--- src/sv/complex_arithmetic_unit_assert.svh ---
// ---------------------------------------------------------------------------
// complex arithmetic unit assertion macros
// shared property wrappers, clocked on clk and disabled in reset
// ---------------------------------------------------------------------------
`ifndef COMPLEX_ARITHMETIC_UNIT_ASSERT_SVH
`define COMPLEX_ARITHMETIC_UNIT_ASSERT_SVH

// same-cycle implication
`define CAU_CHECK(lbl, ante, cons, msg) \
  lbl: assert property (@(posedge clk) disable iff (!rst_n) (ante) |-> (cons)) \
    else $error(msg);

// next-cycle implication
`define CAU_CHECK_NEXT(lbl, ante, cons, msg) \
  lbl: assert property (@(posedge clk) disable iff (!rst_n) (ante) |=> (cons)) \
    else $error(msg);

`endif

--- src/sv/cau_pkg.sv ---
// ---------------------------------------------------------------------------
// cau_pkg
// operation codes, pipeline constants and stage payload types
// ---------------------------------------------------------------------------
package cau_pkg;

  localparam int CAU_FRAC_BITS = 16;
  localparam int CAU_DIV_STEPS = 33;

  localparam logic [2:0] OP_ADD = 3'd0;
  localparam logic [2:0] OP_SUB = 3'd1;
  localparam logic [2:0] OP_MUL = 3'd2;
  localparam logic [2:0] OP_DIV = 3'd3;
  localparam logic [2:0] OP_MAG = 3'd4;
  localparam logic [2:0] OP_EQ  = 3'd5;

  localparam logic [31:0] SAT_MAX = 32'h7FFF_FFFF;
  localparam logic [31:0] SAT_MIN = 32'h8000_0000;

  typedef struct packed {
    logic        neg;
    logic        big;
    logic [63:0] rem;
    logic [32:0] lo;
    logic [32:0] q;
  } cau_lane_t;

  typedef struct packed {
    logic [31:0] fix_re;
    logic [31:0] fix_im;
    logic        fix_eq;
    logic        fix_dz;
    logic        fix_ovf;
    logic        use_div;
    logic        use_sqrt;
    logic [63:0] den;
    cau_lane_t   re;
    cau_lane_t   im;
    logic [65:0] sq_src;
    logic [35:0] sq_rem;
    logic [31:0] sq_root;
  } cau_work_t;

endpackage

--- src/sv/cau_back.sv ---
// ---------------------------------------------------------------------------
// cau_back
// quotient rounding and saturation, root clamp, result select and register
// ---------------------------------------------------------------------------
module cau_back (
  input  logic               clk,
  input  logic               rst_n,
  input  logic               in_vld,
  input  cau_pkg::cau_work_t in_work,
  output logic               res_vld,
  output logic [31:0]        res_re,
  output logic [31:0]        res_im,
  output logic               res_eq,
  output logic               res_dz,
  output logic               res_ovf
);
  import cau_pkg::*;

  function automatic logic [32:0] lane_done(input cau_lane_t l);
    logic [33:0] m;
    m = {1'b0, l.q} + {33'd0, (l.neg && (l.rem != '0))};
    if (l.big) return {1'b1, l.neg ? SAT_MIN : SAT_MAX};
    if (!l.neg) begin
      if (m > {2'b00, SAT_MAX}) return {1'b1, SAT_MAX};
      return {1'b0, m[31:0]};
    end
    if (m > {2'b00, SAT_MIN}) return {1'b1, SAT_MIN};
    return {1'b0, ~m[31:0] + 32'd1};
  endfunction

  logic [32:0] dre, dim;
  logic [31:0] re_nxt, im_nxt;
  logic        eq_nxt, dz_nxt, ovf_nxt;
  logic        vld_r;
  logic [31:0] re_r, im_r;
  logic        eq_r, dz_r, ovf_r;

  assign dre = lane_done(in_work.re);
  assign dim = lane_done(in_work.im);

  always_comb begin
    priority if (in_work.use_div) begin
      re_nxt  = dre[31:0];
      im_nxt  = dim[31:0];
      eq_nxt  = 1'b0;
      dz_nxt  = 1'b0;
      ovf_nxt = dre[32] | dim[32];
    end else if (in_work.use_sqrt) begin
      re_nxt  = in_work.sq_root[31] ? SAT_MAX : in_work.sq_root;
      im_nxt  = '0;
      eq_nxt  = 1'b0;
      dz_nxt  = 1'b0;
      ovf_nxt = in_work.sq_root[31];
    end else begin
      re_nxt  = in_work.fix_re;
      im_nxt  = in_work.fix_im;
      eq_nxt  = in_work.fix_eq;
      dz_nxt  = in_work.fix_dz;
      ovf_nxt = in_work.fix_ovf;
    end
  end

  always_ff @(posedge clk) begin
    if (!rst_n) vld_r <= 1'b0;
    else vld_r <= in_vld;
  end

  always_ff @(posedge clk) begin
    re_r  <= re_nxt;
    im_r  <= im_nxt;
    eq_r  <= eq_nxt;
    dz_r  <= dz_nxt;
    ovf_r <= ovf_nxt;
  end

  assign res_vld = vld_r;
  assign res_re  = re_r;
  assign res_im  = im_r;
  assign res_eq  = eq_r;
  assign res_dz  = dz_r;
  assign res_ovf = ovf_r;

endmodule

--- config.mk ---
export PLATFORM = sky130hd
export DESIGN_NAME = cau_back
export DESIGN_NICKNAME = d
export VERILOG_FILES = /design/src/sv/complex_arithmetic_unit_assert.svh /design/src/sv/cau_pkg.sv /design/src/sv/cau_back.sv
export SDC_FILE = /design/constraint.sdc
export NUM_CORES = 1
export LEC_CHECK = 0
export ABC_AREA = 1
export BUFFER_PORTS_ARGS = -buffer_cell sky130_fd_sc_hd__buf_2
export CAP_MARGIN = 20
export CORE_AREA = 4 4 233 235
export CTS_BUF_LIST = sky130_fd_sc_hd__clkbuf_8
export DETAILED_ROUTE_END_ITERATION = 6
export DIE_AREA = 0 0 237 239
export GPL_TIMING_DRIVEN = 0
export HOLD_SLACK_MARGIN = 0.02
export PLACE_DENSITY = 0.42
export SETUP_SLACK_MARGIN = 0.1
export SKIP_LAST_GASP = 1
export SLEW_MARGIN = 25
export SYNTH_ARGS = -nofsm -noshare
export SYNTH_HDL_FRONTEND = slang
export SYNTH_SLANG_ARGS = --single-unit
--- constraint.sdc ---
create_clock -name clk -period 7 [get_ports clk]
set_clock_uncertainty 0.05 [all_clocks]
set_input_delay 0.35 -clock clk [delete_from_list [all_inputs] [get_ports clk]]
set_output_delay 0.35 -clock clk [all_outputs]
set_load 0.01 [all_outputs]
==> results of run 1 <==
-- placed cells by master, fill, tap and decap left out, types with 2 or more instances in the layout --
cell | Yosys | routed
o21ai_0 | 19 | 19
xnor2_1 | 10 | 10
bufinv_16 | 0 | 2
nor3_1 | 17 | 17
clkbuf_8 | 0 | 9
ha_1 | 6 | 6
inv_1 | 124 | 124
nand3_2 | 2 | 2
nor2_4 | 12 | 12
nand2_1 | 516 | 516
xor2_1 | 46 | 46
buf_6 | 2 | 2
buf_1 | 4 | 4
a31oi_1 | 23 | 23
a21oi_1 | 6 | 6
inv_2 | 9 | 9
nand3b_1 | 18 | 18
o21bai_1 | 20 | 20
nand4_1 | 33 | 33
dfxtp_1 | 68 | 68
o221ai_1 | 31 | 31
o31ai_1 | 18 | 18
nor4_1 | 34 | 34
inv_6 | 0 | 2
clkbuf_1 | 29 | 29
nor2_2 | 14 | 15
or2_2 | 2 | 2
o21ai_1 | 25 | 25
nand2_2 | 16 | 16
and2_1 | 5 | 5
nor2_1 | 168 | 167
nand3_1 | 72 | 72
buf_2 | 6 | 374
o22ai_1 | 6 | 6
-- cells in the mapped netlist (all sizes together) --
cell,instances
a21oi,6
a31oi,23
and2,5
buf,13
clkbuf,29
clkinv,1
dfxtp,68
ha,6
inv,133
nand2,533
nand3,74
nand3b,18
nand4,34
nor2,195
nor3,19
nor3b,1
nor4,34
o211ai,1
o21a,1
o21ai,44
o21bai,21
o221ai,31
o22ai,6
o31ai,18
or2,2
xnor2,10
xor2,46
-- power groups by stage --
stage / registers (mW) / logic [mW] / clock network [mW]
global placement: 0.438 / 0.455 / 0
finish: 0.429 / 0.454 / 0.397
global route: 0.433 / 0.505 / 0.432
detailed placement: 0.438 / 0.458 / 0
CTS: 0.430 / 0.459 / 0.422
floorplan: 0.458 / 0.202 / 0
-- registers in the layout, summed over array words and instances (netlist names) --
| name | flops |
|---|---|
| res_ovf | 1 |
| res_im | 32 |
| res_eq | 1 |
| res_vld | 1 |
| res_dz | 1 |
| res_re | 32 |
-- stage by stage --
| stage | cells | hold slack (ps) | utilization [%] |
|---|---|---|---|
| floorplan | 1372 | 393 | - |
| global placement | 2428 | 488 | 19.9 |
| detailed placement | 2428 | 496 | 19.9 |
| CTS | 2444 | 21.7 | 20.3 |
| global route | 2444 | 46.9 | 20.3 |
| finish | 2445 | 73.5 | 20.3 |
-- tightest hold or removal path, cell delays in order --
cell and delay [ps]:
buf_2 80, nand2_1 40, nand2_1 50
-- worst paths after layout --
kind	startpoint	endpoint	depth (start not counted)	slack [ps]
worst min-delay path	in_work[468]	res_im[1]	3	70
worst max-delay path	in_work[341]	res_re[12]	22	2760
-- logic make-up after synthesis --
| family | share of synthesized area, % |
|---|---|
| and+or+nand+nor | 52.7 |
| buffers and inverters | 8.96 |
| AOI/OAI and AO/OA | 13.2 |
| DFF | 17.8 |
| xor gates and xnor gates | 6.40 |
| adders and majority gates | 0.979 |
-- cell type report --
class / instances / area (um^2)
clock inverters: 7 / 98.8
fillers: 6072 / 41600
inverters: 134 / 503
well taps: 688 / 861
diodes: 1 / 2.50
plain buffers: 42 / 184
multi-input cells: 1128 / 5620
clock buffers: 9 / 124
flip-flops and latches: 68 / 1360
repair buffers: 368 / 1840
-- per-layer routing --
layer	vias to the layer above	wire length, um	part of all wire, %	track usage (%)
met1	4713	17700	44	17.3
met4	8	816	2.0	3.54
met5	-	64	0.16	0
li1	5254	-	-	-
met3	53	2710	6.7	3.26
met2	348	19100	47	23.5
==> metrics.txt, run 1 <==
Rows 84; Mapped Area 7670 um^2; NetSw 488 uW; worst slack at placement 2470 ps; Max Cap Viol 0; setup TNS 0 ps; status finished, final reports clean; Buf/Inv on CP 1; H-tree depth 3; DR WL/cell 16.5 um; Final Critical Period 4240 ps; global-route wire length before repair 59.7 mm; DP HPWL 35.2 mm; Initial Util 14.7%; CTS-repair resized insts 0; critical path endpoint category flip-flop; internal power 792 uW; crit share post-route 60.6%; Final Instance Area 10,600 um^2; Pwr per Cell Area 121 nW/um^2; Worst Tran Pin Value 1050 ps; I/O pins 602; Worst Setup Start Kind primary input; P_leak 5.15 nW; root buf cell clkbuf_8; Hold-fix buffers, CTS 0; critical path peak fanout 7; Total Power 1.28 mW; die height 239 um; die area 56,600 um^2; # DRC 0; CTS tree built; vias per cell 4.24; RSZ-0062 raised after global routing no; Chip Width 237 um; grt total ovfl 0; Unique masters post-synth 42; Layout area overhead 38.2%; CP arrival 4530 ps; Mapped Cells 1,372; #FFs+latches synth 68; top cell type by total area after synthesis nand2_1; Switching Share 38.1%; Clock Tree Buf Depth 2; relative slew slack 29.8%; Seq pwr share 33.5%; via count of the first global-routing pass 10,300; Final setup viols 0; clock power share 31.0%; crit-path most repeated cell nand2_1; syn_nets 1,912; share of layout cells above drive strength 1 25.9%; Synth Area per Inst 5.59 um^2; PortBufs 368; Warnings, synthesis 0; Slew Limit Fails 0; initial antenna violation count 5; fin nets 2,291; Routed Antenna Nets 0; Setup CP Type in2reg; 1st-iter DRT viols 500; post-synthesis sequential area ratio 17.8%; total wire length 40.4 mm; via count 10,400; VDD IR max 104 uV; Worst EP required 7290 ps; Total GRT Usage 13.7%; GP Congestion 0.959; Crit-path slowest cell nor4_1; Clk pin slew, worst setup/hold paths 100 ps; total CTS buffers 9; CP cell instances buf_2 -> nor4_1 -> nand4_1 -> nor4_1 -> nor2_1 -> ha_1 -> ha_1 -> nand2_2 -> nor2_8 -> nand2_4 -> nand2_1 -> nand2_1 -> nand2_1 -> nor2_1 -> nand3_1 -> nor2_1 -> nand3_2 -> o21bai_2 -> nand2_1 -> o21ai_1 -> nand2_1 -> nand2_1; Fmax 236 MHz; top-area cell type share of the netlist area 25.3%; Core Area 52,200 um^2; DP Area 10,400 um^2; TritonCTS Sinks 68; largest net degree at the start of global routing 14; DR pass1 iterations 5; Synth area leaders nand2_1, dfxtp_1, nor2_1; Min-Delay Path Class in2reg; CP peak stage delay 450 ps; Crit path max-delay family simple AND/OR/NAND/NOR gates; setup bufs post-CTS 0; Final Hold Viols 0; Logic pwr share 35.4%; final worst slack 2760 ps
Power figures use the tool's default switching activity.
==> inputs of run 2 (changes only) <==
ABC_AREA = 0   (was 1)
CORE_AREA = 4 4 231 233   (was 4 4 233 235)
DIE_AREA = 0 0 235 237   (was 0 0 237 239)
PLACE_DENSITY = 0.41   (was 0.42)
clock period = 4.17 ns   (was 7 ns; I/O delays follow)
==> run 2 against run 1 <==
Clock power grew 68%. Clock-buffer cell count stayed put. Core utilization increased by 1.2 points. Sequential cell count did not move. Critical endpoint is now res_im[15].
==> metrics.txt, run 2 <==
Finished Layout Cells 2,047 (-16%); top cell type by total area after synthesis dfxtp_1; RSZ-0062 raised after global routing yes; I/O pins 602 (unchanged); via count 9,314 (-10%); Chip Width 235 um (-0.84%); P_leak 4.41 nW (-14%); WL met1 19.5 mm (+9.8%); Slew Limit Fails 0 (unchanged); metal3 WL 2.75 mm (+1.5%); critical path peak fanout 8 (+1); internal power 1.40 mW (+77%); Mapped Area 6700 um^2 (-13%); grt total ovfl 0 (unchanged); clock power share 29.8% (-1.2 points); CP peak stage delay 460 ps (about the same); DR pass1 iterations 5 (unchanged); setup TNS 0 ps (unchanged); Crit-path slowest cell or4_4; most repeated cell in the gate-level netlist after synthesis a21oi_1; Final Critical Period 3990 ps; synth cell count leaders a21oi_1, dfxtp_1, nand2_1, xnor2_1, nor2_1; Routed Antenna Nets 0 (unchanged); Buf/Inv on CP 4 (+3); final hold slack 77.4 ps (+3.87 ps); 1st-iter DRT viols 764 (+53%); DP Cell Count 1,934 (-20%); VDD IR max 154 uV (+47%); Worst Tran Pin Value 999 ps (-53.4 ps); Final setup viols 0 (unchanged); Switching Share 37.3% (-0.83 points); highest metal used met5; fin nets 1,899 (-17%); Synth area leaders dfxtp_1, xnor2_1, a21oi_1; Mapped Cells 902 (-34%); Post-synth EDFFs 0 (unchanged); global-route wire length before repair 60.6 mm (+1.5%); total wire length 42.1 mm (+4.3%); Logic pwr share 37.8% (+2.4 points); GP Congestion 0.886 (-7.7%); Final Hold Viols 0 (unchanged); top_reg_cell synth dfxtp_1; commonest cells after routing, fill and taps aside buf_2, a21oi_1, dfxtp_1, nand2_1, dlygate4sd3_1; Synth Area per Inst 7.43 um^2 (+33%); share of layout cells above drive strength 1 37.6% (+12 points); met2 wire len 19.2 mm (+0.50%); Clock Tree Buf Depth 2 (unchanged); Rows 83 (-1.2%); TritonCTS Sinks 68 (unchanged); initial antenna violation count 5 (unchanged); H-tree depth 3 (unchanged); DR WL/cell 20.6 um (+25%); Clk pin slew, worst setup/hold paths 90 ps (about the same); Initial Util 13.1% (-1.6 points); Min-Delay Path Class in2reg; Warnings, synthesis 0 (unchanged); Unique masters post-synth 83 (+98%); syn_nets 1,442 (-25%); Crit path max-delay family simple AND/OR/NAND/NOR gates; status finished, final reports clean; NetSw 837 uW (+71%); post-synthesis sequential area ratio 20.3% (+2.6 points); total CTS buffers 9 (unchanged); critical path endpoint category flip-flop; Max Cap Viol 0 (unchanged); Total Power 2.24 mW (+75%); die area 55,700 um^2 (-1.7%); largest net degree at the start of global routing 14 (unchanged); crit-path most repeated cell ha_4; Total GRT Usage 14.2% (+0.55 points); CTS tree built; commonest non-fill, non-tap cell in the layout buf_2; crit share post-route 95.8%; worst slack at placement -1510 ps (-3970 ps); Core Area 51,200 um^2 (-2.0%); Worst Setup Start Kind primary input; DP HPWL 34.2 mm (-2.8%); Seq pwr share 32.4% (-1.1 points); #FFs+latches synth 68 (unchanged); # DRC 0 (unchanged); die height 237 um (-0.84%); Layout area overhead 64.3%; Setup CP Type in2reg; vias per cell 4.55 (+7.2%); Fmax 250 MHz; Worst EP required 4480 ps (-2810 ps); root buf cell clkbuf_8; PortBufs 352 (-4.3%); CP cell instances buf_2 -> nor4_2 -> nand4_1 -> nor4_4 -> nor2_2 -> ha_4 -> ha_4 -> buf_8 -> a311oi_2 -> a41o_1 -> o221ai_2 -> or2_1 -> or4_4 -> nor4b_4 -> buf_6 -> a41oi_4 -> nor2_4 -> buf_12 -> a311o_1; via count of the first global-routing pass 9,363 (-9.1%); final worst slack 176 ps (-2580 ps); Pwr per Cell Area 204 nW/um^2 (+69%); CP arrival 4300 ps (-230 ps); relative slew slack 33.4% (+3.6 points); top-area cell type share of the netlist area 20.3% (-4.9 points); async set or reset register ratio after synthesis 0% (unchanged)
[run 2: cell types whose count changed after synthesis, moves of 22 or more]
cell	previous run	this run
nand3_1	72	45
nor2_1	168	59
o22ai_1	6	31
a21oi_1	6	77
nand2_1	516	68
o221ai_1	31	9
xnor2_1	10	61
inv_1	124	19
o21ai_1	25	2
[run 2: cells by family (layout without fill, tap and decap cells)]
kind of cell / Yosys count / after routing / synth area share (%)
AOI/OAI and AO/OA: 251 / 251 / 25.5
xor gates and xnor gates: 98 / 98 / 12.9
adders and majority gates: 6 / 6 / 1.12
buffers and inverters: 70 / 532 / 4.43
DFF: 68 / 68 / 20.3
muxes: 13 / 13 / 2.02
other: 0 / 3 / 0
and+or+nand+nor: 396 / 396 / 33.7
[run 2: final cells by class]
cell class              count  area, um^2
diodes                      3        7.51
repair buffers            446        2690
flip-flops and latches     68        1360
clock inverters             7         100
well taps                 680         851
clock buffers               9         124
inverters                  20        75.1
multi-input cells         764        5550
plain buffers              50         249
fillers                  5775       40200
[run 2: layer usage]
layer,vias to the layer above,GRT usage [%]
li1,4396,-
met1,4501,19.4
met2,368,22.6
met3,45,3.18
met4,4,3.94
met5,-,0
[run 2: final timing paths]
check                     from    endpoint  cells after the start
setup / recovery  in_work[228]  res_im[15]                     19
hold / removal    in_work[500]   res_re[1]                      3
[run 2: metrics by stage]
stage | utilization (%) | cell area (um^2)
6_report | 21.5 | 11000
5_1_grt | 21.5 | 11000
3_3_place_gp | 18.2 | 9340
4_1_cts | 20.8 | 10700
3_5_place_dp | 18.2 | 9340
2_1_floorplan | - | 6730
[run 2: what timing repair did]
item | 4_1_cts | 5_1_grt
hold buffers | 61 | 0
setup buffers | 21 | 11
gates cloned | 0 | 1
resized for setup | 58 | 44
setup endpoints to repair | 65 | 64
hold endpoints to repair | 46 | 0
pin swaps | 22 | 25
[run 2: power groups by stage]
stage | clock, mW | combinational (mW) | sequential [mW]
global route | 0.720 | 0.917 | 0.732
detailed placement | 0 | 0.735 | 0.739
floorplan | 0 | 0.308 | 0.771
global placement | 0 | 0.737 | 0.739
CTS | 0.713 | 0.819 | 0.726
finish | 0.668 | 0.848 | 0.726
