$ cat config.mk
export PLATFORM = sky130hd
export DESIGN_NAME = cau_step
export DESIGN_NICKNAME = d
export VERILOG_FILES = /design/src/sv/complex_arithmetic_unit_assert.svh /design/src/sv/cau_pkg.sv /design/src/sv/cau_step.sv
export SDC_FILE = /design/constraint.sdc
export NUM_CORES = 1
export LEC_CHECK = 0
export BUFFER_PORTS_ARGS = -buffer_cell sky130_fd_sc_hd__buf_2
export CORE_AREA = 2 2 418 420
export CTS_BUF_LIST = sky130_fd_sc_hd__clkbuf_16
export DETAILED_ROUTE_END_ITERATION = 12
export DIE_AREA = 0 0 420 422
export GPL_ROUTABILITY_DRIVEN = 0
export SLEW_MARGIN = 20
export SYNTH_ARGS = -nofsm -noshare
export SYNTH_HDL_FRONTEND = slang
export SYNTH_SLANG_ARGS = --single-unit
$ cat constraint.sdc
create_clock -name clk -period 3.3 [get_ports clk]
set_input_delay 0.66 -clock clk [delete_from_list [all_inputs] [get_ports clk]]
set_output_delay 0.66 -clock clk [all_outputs]
set_load 0.01 [all_outputs]
$ cat src/sv/complex_arithmetic_unit_assert.svh
// ---------------------------------------------------------------------------
// complex arithmetic unit assertion macros
// shared property wrappers, clocked on clk and disabled in reset
// ---------------------------------------------------------------------------
`ifndef COMPLEX_ARITHMETIC_UNIT_ASSERT_SVH
`define COMPLEX_ARITHMETIC_UNIT_ASSERT_SVH

// same-cycle implication
`define CAU_CHECK(lbl, ante, cons, msg) \
  lbl: assert property (@(posedge clk) disable iff (!rst_n) (ante) |-> (cons)) \
    else $error(msg);

// next-cycle implication
`define CAU_CHECK_NEXT(lbl, ante, cons, msg) \
  lbl: assert property (@(posedge clk) disable iff (!rst_n) (ante) |=> (cons)) \
    else $error(msg);

`endif

$ cat src/sv/cau_pkg.sv
// ---------------------------------------------------------------------------
// cau_pkg
// operation codes, pipeline constants and stage payload types
// ---------------------------------------------------------------------------
package cau_pkg;

  localparam int CAU_FRAC_BITS = 16;
  localparam int CAU_DIV_STEPS = 33;

  localparam logic [2:0] OP_ADD = 3'd0;
  localparam logic [2:0] OP_SUB = 3'd1;
  localparam logic [2:0] OP_MUL = 3'd2;
  localparam logic [2:0] OP_DIV = 3'd3;
  localparam logic [2:0] OP_MAG = 3'd4;
  localparam logic [2:0] OP_EQ  = 3'd5;

  localparam logic [31:0] SAT_MAX = 32'h7FFF_FFFF;
  localparam logic [31:0] SAT_MIN = 32'h8000_0000;

  typedef struct packed {
    logic        neg;
    logic        big;
    logic [63:0] rem;
    logic [32:0] lo;
    logic [32:0] q;
  } cau_lane_t;

  typedef struct packed {
    logic [31:0] fix_re;
    logic [31:0] fix_im;
    logic        fix_eq;
    logic        fix_dz;
    logic        fix_ovf;
    logic        use_div;
    logic        use_sqrt;
    logic [63:0] den;
    cau_lane_t   re;
    cau_lane_t   im;
    logic [65:0] sq_src;
    logic [35:0] sq_rem;
    logic [31:0] sq_root;
  } cau_work_t;

endpackage

$ cat src/sv/cau_step.sv
// ---------------------------------------------------------------------------
// cau_step
// one quotient bit for both divider lanes and one root bit per stage
// ---------------------------------------------------------------------------
module cau_step (
  input  logic               clk,
  input  logic               rst_n,
  input  logic               in_vld,
  input  cau_pkg::cau_work_t in_work,
  output logic               out_vld,
  output cau_pkg::cau_work_t out_work
);
  import cau_pkg::*;

  function automatic cau_lane_t lane_step(input cau_lane_t l, input logic [63:0] den);
    cau_lane_t   n;
    logic [64:0] t;
    n = l;
    t = {l.rem, l.lo[32]};
    n.lo = {l.lo[31:0], 1'b0};
    if (t >= {1'b0, den}) begin
      n.rem = 64'(t - {1'b0, den});
      n.q   = {l.q[31:0], 1'b1};
    end else begin
      n.rem = t[63:0];
      n.q   = {l.q[31:0], 1'b0};
    end
    return n;
  endfunction

  logic [35:0] sq_t, sq_trial;
  cau_work_t   work_nxt;
  logic        vld_r;
  cau_work_t   work_r;

  assign sq_t     = {in_work.sq_rem[33:0], in_work.sq_src[65:64]};
  assign sq_trial = {2'b00, in_work.sq_root, 2'b01};

  always_comb begin
    work_nxt        = in_work;
    work_nxt.re     = lane_step(in_work.re, in_work.den);
    work_nxt.im     = lane_step(in_work.im, in_work.den);
    work_nxt.sq_src = {in_work.sq_src[63:0], 2'b00};
    if (sq_t >= sq_trial) begin
      work_nxt.sq_rem  = sq_t - sq_trial;
      work_nxt.sq_root = {in_work.sq_root[30:0], 1'b1};
    end else begin
      work_nxt.sq_rem  = sq_t;
      work_nxt.sq_root = {in_work.sq_root[30:0], 1'b0};
    end
  end

  always_ff @(posedge clk) begin
    if (!rst_n) vld_r <= 1'b0;
    else vld_r <= in_vld;
  end

  always_ff @(posedge clk) begin
    work_r <= work_nxt;
  end

  assign out_vld  = vld_r;
  assign out_work = work_r;

endmodule

==> results of run 1 <==
state kept, by name, summed over array words and instances, names as in the netlist:
| name | count |
|---|---|
| out_work | 527 |
| out_vld | 1 |
synthesized netlist by cell type (17+ instances only):
cell	instances
clkbuf_1	54
a21o_1	84
nor2b_1	18
dfxtp_1	528
inv_1	140
o21bai_1	34
o21a_1	21
nor3_1	36
nor2_1	114
nand4_1	49
xnor2_1	82
xor2_1	61
a211oi_1	21
nand2b_1	17
buf_2	21
nand2_1	262
ha_1	162
o21ai_0	226
nand3_1	38
a21oi_1	208
area by class of cell:
| cell class | count | share of cell area, % |
|---|---|---|
| Multi-Input combinational cell | 1631 | 28.9 |
| Timing Repair Buffer | 1738 | 28.2 |
| Sequential cell | 528 | 27.7 |
| Tap cell | 2325 | 7.64 |
| Clock buffer | 70 | 4.60 |
| Inverter | 143 | 1.41 |
| Clock inverter | 54 | 1.19 |
| Antenna cell | 44 | 0.289 |
routing by layer:
metal	track usage, %	up-vias	part of all wire, %
met2	30.1	959	54
met1	14.6	11753	33
li1	-	11823	-
met4	11.8	12	7.5
met5	0	-	0.051
met3	3.21	331	5.5
worst max-delay path by stage:
stage / slack [ns] / end / start
floorplan: 0.009 / out_work[372] / in_work[434]
global placement: -1.35 / out_work[224] / in_work[412]
detailed placement: -1.46 / out_work[214] / in_work[412]
CTS: 0.007 / out_work[392] / in_work[331]
global route: -0.01 / out_work[370] / in_work[331]
finish: 0.07 / out_work[352] / in_work[432]
cell families after synthesis:
kind of cell               after synthesis  synth area share, %
adders and majority gates              164                 9.35
muxes                                    9                0.464
buffers and inverters                  236                 4.45
xor gates and xnor gates               143                 5.66
AOI/OAI and AO/OA                      715                 20.0
other                                    1               0.0170
DFF                                    528                 47.8
and+or+nand+nor                        595                 12.3
metrics by stage:
| step | hold WS [ns] | setup WS [ns] | area, um2 | setup TNS [ns] |
|---|---|---|---|---|
| floorplan | 0.688 | 0.00872 | 22100 | 0 |
| global placement | 0.763 | -1.35 | 34800 | -144.30 |
| detailed placement | 0.764 | -1.46 | 34800 | -150.67 |
| CTS | 0.000141 | 0.00682 | 37600 | 0 |
| global route | 0.0319 | -0.0109 | 38100 | -0.0298 |
| finish | 0.0849 | 0.0745 | 38100 | 0 |
placed cells by master, fill, tap and decap left out, types with 10 or more instances in the layout:
master	instances
inv_1	143
o21ai_0	210
dfxtp_1	528
clkbuf_16	70
xnor2_1	82
xor2_1	60
buf_4	625
a211oi_1	17
nor2_1	110
nor4_1	10
and3_1	11
nand4_1	49
o21ai_1	21
clkinv_1	10
ha_1	155
a21o_1	84
o21bai_1	33
nor3_1	35
nor2b_1	17
nand2_1	260
diode_2	44
o21a_1	20
a21oi_1	201
buf_12	19
buf_2	1055
dlygate4sd3_1	33
a31oi_1	14
nand3_1	36
nand2b_1	16
and2_1	10
power breakdown:
group	switching (mW)	leakage, nW	internal [mW]	total [mW]
Clock	3.23	1.10	4.23	7.46
Sequential	0.235	4.45	7.05	7.29
Combinational	3.12	12.8	2.42	5.54
timing repair:
| item | 4_1_cts | 5_1_grt |
|---|---|---|
| pin swaps | 9 | 24 |
| cloned | 1 | 0 |
| hold endpoints to repair | 33 | 0 |
| endpoints found under the setup margin | 121 | 115 |
| setup buffers | 7 | 10 |
| resized for setup | 27 | 76 |
| hold buffers | 33 | 0 |
critical path, cell delays in order:
cell and delay (ns):
clkbuf_4 0.17, inv_2 0.08, buf_4 0.13, ha_1 0.30, a21oi_2 0.13, o21ai_1 0.11
a221oi_2 0.32, o21ai_1 0.14, a221o_1 0.40, o21ai_2 0.20, buf_4 0.17, nand2_2 0.08
a31oi_4 0.20, buf_12 0.17, buf_12 0.13, mux2_2 0.35
==> impl_results.md, run 1 <==
* Ys flop type: dfxtp_1
* Tcrit/Tclk final at 97.7%
* Worst-Margin Slew at 0.856 ns
* Worst min path class: in2reg
* Register area at 10600 um2
* Leak Pwr at 18.3 nW
* Multi-input gate area at 11000 um2
* Post-synth ARST share at 0%
* DIE WIDTH at 420 um
* Power Dens Cells at 532 nW/um2
* Total congestion overflow at 0
* Critical Path Start Type: input pin
* Relative slew margins at 42.7%
* Final WL at 147 mm
* CP arrival at 3.78 ns
* Antenna violations before repair at 83
* Die Area at 177000 um2
* Fmax at 310 MHz
* H-tree depth at 3
* Yosys reg bits at 528
* Residual DRC count at 0
* Share of cells above drive strength 1 at 45.8%
* Setup violators final at 0
* Initial DRT Pass Iterations at 8
* Final core occ at 22.0%
* Register area share after synthesis at 47.8%
* Min-Delay Endpoint: out_work[530]
* Total CTS buffers at 67
* Io pins at 1066
* Tot Pwr at 20.3 mW
* Routed via count at 24.9k
* Fillers at 19.1k
* CTS tree: yes
* Fin. max-slew vios at 0
* Maximum Capacitance Violations at 0
* Clk root buf: clkbuf_16
* Deepest clock path buffer count at 3
* Dominant cell type by area after synthesis: dfxtp_1
* Largest cells by area after synthesis: dfxtp_1 (48%), ha_1 (9.2%), o21ai_0 (5.1%)
* Total GRT Usage at 15.8%
* Number of synthesized flops with an enable pin at 0
* Average footprint of a synthesized cell at 9.25 um2
* Clock sink count at 528
* Outcome: finished clean
* Nets at 4807
* Port bufs at 1057
* Detail Route Antenna Nets at 0
* DR vias/cell at 3.81
* Starting Density at 12.8%
* Yosys top cell area share at 47.8%
* Syn-to-layout area delta at 72.2%
* Critical Path RT at 3.85 ns
* Hold Fails Final Rpt at 0
* DR WL/cell at 22.4 um
* Synth Cell Area at 22100 um2
* Worst setup EP type: flip-flop
* Mapped Cells at 2391
* Vias in the first global route at 25.2k
* Synth warn at 0
* Min Clock Period, post-route at 3.23 ns
* VDD IR-drop max at 0.000360 V
* Non-filler cells, final at 6533
* Detailed Place HPWL at 126 mm
* Die Span Y at 422 um
* Max Fanout on Critical Path at 9
* Reg clk slew, reported paths at 0.06 ns
* Cells after DPL at 6314
* Core Rows at 153
* Library cells used by synthesis at 78
* First-pass GRT wire length at 193 mm
* Core Region at 173000 um2
* Pin count of the biggest net entering global routing at 31
* Hold path depth at 1
* Hold path startpoint: in_work[530]
* CP Class: in2reg
* Initial detailed-routing violation count at 1262
No activity file was read; power rests on OpenSTA's default activity.
==> inputs of run 2 (changes only) <==
- GPL_TIMING_DRIVEN: default -> 0
==> run 2 against run 1 <==
Net effect:
- sequential share of layout area grew 2.7 points
- final area shrank 8.8%
- clock power fell by 7.5%
- die area unchanged
- maximum frequency is 4.1% lower
- largest cell class unchanged
- clock-buffer cell count decreased by 9
- the run now ends with negative setup slack left
- power shrank 5.5%
==> impl_results.md, run 2 (synthesis gave the netlist of run 1 again) <==
* Setup crit start: in_work[399] (was in_work[432])
* Non-filler cells, final at 6034 (was 6533)
* Most common cell after layout, fill and taps aside: buf_2 (unchanged)
* Detailed Place HPWL at 124 mm (was 126 mm)
* Final WS setup at -0.0620 ns (was 0.0745 ns)
* Die Area at 177000 um2 (unchanged)
* Final WL at 146 mm (was 147 mm)
* Reg clk slew, reported paths at 0.06 ns (about the same)
* Relative slew margins at 50.2% (was 42.7%)
* Critical Path Start Type: input pin (unchanged)
* Hold path startpoint: in_work[501] (was in_work[530])
* Pre-CTS WS at -2.67 ns (was -1.46 ns)
* Routed length on met1 at 47.9 mm (was 48.0 mm)
* H-tree depth at 2 (was 3)
* Worst setup EP type: flip-flop (unchanged)
* Tot Pwr at 19.2 mW (was 20.3 mW)
* Core Region at 173000 um2 (unchanged)
* First-pass GRT wire length at 188 mm (was 193 mm)
* Worst min path class: in2reg (unchanged)
* Tcrit/Tclk final at 102% (was 97.7%)
* Clock power frac at 36.0% (was 36.8%)
* Fmax at 297 MHz (was 310 MHz)
* Deepest clock path buffer count at 3 (unchanged)
* Fin. max-slew vios at 0 (unchanged)
* Min-Delay Endpoint: out_work[501] (was out_work[530])
* CTS tree: yes (unchanged)
* Hold Fails Final Rpt at 0 (unchanged)
* Worst-Margin Slew at 0.747 ns (was 0.856 ns)
* Maximum Capacitance Violations at 0 (unchanged)
* Clk root buf: clkbuf_16 (unchanged)
* DR vias/cell at 3.86 (was 3.81)
* Core Rows at 153 (unchanged)
* Starting Density at 12.8% (unchanged)
* Leak Pwr at 15.9 nW (was 18.3 nW)
* Largest register FFs at 527 (unchanged)
* Metal3 WL at 9.03 mm (was 8.02 mm)
* Outcome: finished, violations left (was finished clean)
* Most frequent cells in the layout: buf_2 (1064), dfxtp_1 (528), nand2_1 (252), a21oi_1 (195), o21ai_0 (184) (was buf_2 (1055), buf_4 (625), dfxtp_1 (528), nand2_1 (260), o21ai_0 (210))
* Power Internal at 12.8 mW (was 13.7 mW)
* Initial detailed-routing violation count at 1398 (was 1262)
* Sequential Power Share at 37.9% (was 35.9%)
* Switching Fraction at 33.0% (was 32.5%)
* DIE WIDTH at 420 um (unchanged)
* RSZ-0062 raised after global routing: true
* DR top layer: met5 (unchanged)
* Net Switching at 6.32 mW (was 6.58 mW)
* Pin count of the biggest net entering global routing at 17 (was 31)
* Min Clock Period, post-route at 3.36 ns (was 3.23 ns)
* Combinational share of power at 26.1% (was 27.3%)
* Io pins at 1066 (unchanged)
* Initial DRT Pass Iterations at 5 (was 8)
* Total CTS buffers at 61 (was 67)
* Residual DRC count at 0 (unchanged)
* DR WL/cell at 24.2 um (was 22.4 um)
* Nets at 4306 (was 4807)
* CP Class: in2reg (unchanged)
* Die Span Y at 422 um (unchanged)
* Failing checks: negative setup slack
* Power Dens Cells at 551 nW/um2 (was 532 nW/um2)
* Total congestion overflow at 0 (unchanged)
* Clock sink count at 528 (unchanged)
* Setup violators final at 6 (was 0)
* Critical Path RT at 3.86 ns (was 3.85 ns)
* Detail Route Antenna Nets at 0 (unchanged)
* Port bufs at 1057 (unchanged)
* Met2 Wirelength at 77.3 mm (was 79.4 mm)
* Routed via count at 23.3k (was 24.9k)
* CP arrival at 3.93 ns (was 3.78 ns)
* VDD IR-drop max at 0.000415 V (was 0.000360 V)
* Syn-to-layout area delta at 57.1% (was 72.2%)
* Fillers at 19.2k (was 19.1k)
* Share of cells above drive strength 1 at 38.9% (was 45.8%)
* Cells after DPL at 5782 (was 6314)
* Antenna violations before repair at 77 (was 83)
* Max Fanout on Critical Path at 5 (was 9)
* Hold path depth at 1 (unchanged)
* Total GRT Usage at 15.6% (was 15.8%)
* Vias in the first global route at 22.4k (was 25.2k)
[run 2: cell count changes in the layout (fill, tap and decap cells not counted), moves of 14 or more]
cell,change
ha_4,+14
buf_4,-582
dlygate4sd3_1,+28
ha_1,-20
o21ai_0,-26
clkbuf_1,+28
[run 2: layer usage]
metal  up-vias  GRT usage [%]
met3       301           3.51
met5         -              0
met2      1062           29.2
met1     11072           14.8
met4        10           11.0
li1      10837              -
[run 2: critical path, cell delays in order]
cell	delay, ns
buf_8	0.10
inv_4	0.05
ha_4	0.27
nand2b_4	0.06
a211oi_4	0.28
o21bai_4	0.10
a2111o_2	0.62
a211oi_4	0.40
o31ai_4	0.10
buf_12	0.16
a31oi_4	0.22
a21boi_4	0.09
buf_12	0.15
buf_12	0.12
buf_16	0.15
inv_2	0.07
mux2_4	0.29
[run 2: final cells by class]
class | count | area (um2) | area share, %
diodes | 51 | 128 | 0.367
multi-input cells | 1630 | 11500 | 33.1
well taps | 2325 | 2910 | 8.37
clock buffers | 61 | 1530 | 4.39
repair buffers | 1166 | 6470 | 18.6
inverters | 143 | 544 | 1.57
clock inverters | 52 | 482 | 1.39
plain buffers | 78 | 619 | 1.78
flip-flops and latches | 528 | 10600 | 30.4
[run 2: worst max path at each step]
stage                          endpoint  slack [ns]  cells past startpoint
final                     out_work[248]       -0.06                     17
after CTS                 out_work[204]       -0.01                     20
after detailed placement  out_work[368]       -2.67                     16
after global placement    out_work[380]       -3.68                     13
after global routing      out_work[248]       -0.07                     16
after floorplan           out_work[372]       0.009                     14
[run 2: what timing repair did]
item / in CTS / in global routing
endpoints found under the hold margin: 61 / 0
setup endpoints to repair: 151 / 154
pin swaps: 26 / 30
hold buffers: 61 / 0
gates resized for setup: 188 / 121
gates cloned: 4 / 0
buffers inserted: 24 / 16
[run 2: metrics by stage]
stage | util [%] | hold WS [ns] | cell area (um2) | setup TNS (ns)
global route | 20.1 | 0.0173 | 34700 | -0.519
global placement | 17.5 | 0.763 | 30300 | -396.17
CTS | 19.7 | 0.000183 | 34100 | -0.0333
floorplan | - | 0.688 | 22100 | 0
finish | 20.1 | 0.0673 | 34800 | -0.130
detailed placement | 17.6 | 0.764 | 30400 | -316.64
[run 2: power by group through the flow]
stage | Clock (mW) | Sequential [mW] | Combinational (mW)
floorplan | 0 | 7.72 | 1.88
global placement | 0 | 7.38 | 4.52
detailed placement | 0 | 7.38 | 4.55
CTS | 7.13 | 7.25 | 4.92
global route | 7.36 | 7.30 | 5.36
finish | 6.90 | 7.25 | 5.01
==> inputs of run 3 (changes only) <==
- RECOVER_POWER: default -> 50
==> run 3 against run 2 <==
Net effect:
- the run still ends with negative setup slack left
- sequential power is essentially flat
- largest cell class unchanged
- final area down 0.84%
- via count increased by 0.33%
- final cell count fell by 0.17%
- critical path depth grew 1
- largest power group unchanged
- maximum frequency grew 0.51%
- non-clock buffer count unchanged
==> impl_results.md, run 3 (synthesis gave the netlist of run 1 again) <==
* Detail Route Antenna Nets at 0 (unchanged)
* Pin count of the biggest net entering global routing at 17 (unchanged)
* Post-layout instance area at 34500 um2 (was 34800 um2)
* Fmax at 299 MHz (was 297 MHz)
* Reg clk slew, reported paths at 0.06 ns (about the same)
* Port bufs at 1057 (unchanged)
* Final WS setup at -0.0451 ns (was -0.0620 ns)
* Placed inst area at 30400 um2 (unchanged)
* Net Switching at 6.33 mW (was 6.32 mW)
* Core Region at 173000 um2 (unchanged)
* Vias in the first global route at 22.4k (unchanged)
* Fin. max-slew vios at 0 (unchanged)
* DR vias/cell at 3.88 (was 3.86)
* Nets at 4306 (unchanged)
* DIE WIDTH at 420 um (unchanged)
* Min-Delay Endpoint: out_work[501] (unchanged)
* Hold Fails Final Rpt at 0 (unchanged)
* Initial detailed-routing violation count at 1297 (was 1398)
* Tcrit/Tclk final at 101% (was 102%)
* Syn-to-layout area delta at 55.8% (was 57.1%)
* Critical Path RT at 3.86 ns (about the same)
* Detailed Place HPWL at 124 mm (unchanged)
* Maximum Capacitance Violations at 0 (unchanged)
* Antenna violations before repair at 76 (was 77)
* Routed via count at 23.4k (was 23.3k)
* Leak Pwr at 15.3 nW (was 15.9 nW)
* Starting Density at 12.8% (unchanged)
* Clock sink count at 528 (unchanged)
* CP Class: in2reg (unchanged)
* Sequential Power Share at 38.0% (was 37.9%)
* Power Internal at 12.8 mW (about the same)
* Tot Pwr at 19.1 mW (was 19.2 mW)
* Worst-Margin Slew at 0.733 ns (was 0.747 ns)
* H-tree depth at 2 (unchanged)
* Clk root buf: clkbuf_16 (unchanged)
* CTS tree: yes (unchanged)
* Most common cell after layout, fill and taps aside: buf_2 (unchanged)
* Final WL at 146 mm (about the same)
* Worst setup EP type: flip-flop (unchanged)
* Final core occ at 19.9% (was 20.1%)
* Io pins at 1066 (unchanged)
* Total GRT Usage at 15.6% (unchanged)
* Pre-CTS WS at -2.67 ns (unchanged)
* Hold path depth at 1 (unchanged)
* Worst min path class: in2reg (unchanged)
* Max Fanout on Critical Path at 7 (was 5)
* Clock power frac at 36.1% (was 36.0%)
* Combinational share of power at 25.9% (was 26.1%)
* First-pass GRT wire length at 188 mm (unchanged)
* Outcome: finished, violations left (unchanged)
* Total congestion overflow at 0 (unchanged)
* Failing checks: negative setup slack (unchanged)
* RSZ-0062 raised after global routing: true (unchanged)
* Relative slew margins at 51.1% (was 50.2%)
* Min Clock Period, post-route at 3.35 ns (was 3.36 ns)
* Setup violators final at 2 (was 6)
* Residual DRC count at 0 (unchanged)
* Total CTS buffers at 61 (unchanged)
* Critical Path Start Type: input pin (unchanged)
* Core Rows at 153 (unchanged)
* DR WL/cell at 24.2 um (about the same)
* Largest register FFs at 527 (unchanged)
* Power Dens Cells at 554 nW/um2 (was 551 nW/um2)
* Deepest clock path buffer count at 3 (unchanged)
* VDD IR-drop max at 0.000413 V (was 0.000415 V)
* Initial DRT Pass Iterations at 5 (unchanged)
* Die Area at 177000 um2 (unchanged)
* Die Span Y at 422 um (unchanged)
* Hold path startpoint: in_work[501] (unchanged)
* CP arrival at 3.91 ns (was 3.93 ns)
* Most frequent cells in the layout: buf_2 (851), dfxtp_1 (528), nand2_1 (252), clkbuf_1 (241), a21oi_1 (195) (was buf_2 (1064), dfxtp_1 (528), nand2_1 (252), a21oi_1 (195), o21ai_0 (184))
* Switching Fraction at 33.1% (was 33.0%)
* Share of cells above drive strength 1 at 33.1% (was 38.9%)
==> run 3: changes by cell type in the layout (fill, tap and decap cells not counted), sizes merged <==
cell    previous run  this run
clkbuf           104       317
diode             51        41
buf             1140       927
==> run 3: cell type report <==
class,count,area [um2]
fill,19271,138000
multi-input combinational,1630,11500
sequential,528,10600
timing repair buffer,1166,6210
tap,2325,2910
clock buffer,61,1530
buffer,78,619
inverter,143,544
clock inverter,52,482
antenna,41,103
==> run 3: how the worst max path moves through the flow <==
stage                             from       endpoint  slack [ns]  cells after the start
final                     in_work[418]  out_work[248]       -0.05                     18
after global routing      in_work[457]  out_work[248]       -0.07                     16
after CTS                 in_work[412]  out_work[204]       -0.01                     20
after detailed placement  in_work[424]  out_work[368]       -2.67                     16
after global placement    in_work[425]  out_work[380]       -3.68                     13
after floorplan           in_work[434]  out_work[372]       0.009                     14
==> run 3: what timing repair did <==
item / CTS / global route
setup buffers: 24 / 16
pin swaps: 26 / 30
cloned: 4 / 0
endpoints found under the hold margin: 61 / 0
resized for setup: 188 / 121
endpoints found under the setup margin: 151 / 154
hold buffers: 61 / 0
==> run 3: power groups by stage <==
stage	clock network, mW	logic (mW)	registers (mW)
3_3_place_gp	0	4.52	7.38
5_1_grt	7.37	5.30	7.31
4_1_cts	7.13	4.92	7.25
6_report	6.90	4.94	7.26
2_1_floorplan	0	1.88	7.72
3_5_place_dp	0	4.55	7.38
==> run 3: stage by stage <==
step | cells | TNS (ns) | hold slack, ns
finish | 6024 | -0.0618 | 0.0653
global placement | 5776 | -396.17 | 0.763
floorplan | 2394 | 0 | 0.688
CTS | 5980 | -0.0333 | 0.000183
global route | 6020 | -1.21 | 0.0173
detailed placement | 5782 | -316.64 | 0.764
==> run 3: metal layers <==
layer | vias to the layer above | track usage (%) | share of wire [%]
met4 | 10 | 11.0 | 8.1
met5 | - | 0 | 0.047
met3 | 314 | 3.51 | 6.3
met2 | 1083 | 29.2 | 53
met1 | 11125 | 14.8 | 33
li1 | 10826 | - | -
==> run 3: critical path, stage by stage <==
cell	delay (ns)
buf_6	0.11
inv_2	0.07
ha_4	0.26
buf_6	0.11
nand4_1	0.14
nor2_2	0.17
nand3_2	0.11
a2111o_2	0.50
a211oi_4	0.39
o31ai_4	0.10
buf_12	0.16
a31oi_4	0.22
a21boi_4	0.09
buf_12	0.15
buf_12	0.12
buf_16	0.15
inv_2	0.07
mux2_4	0.29
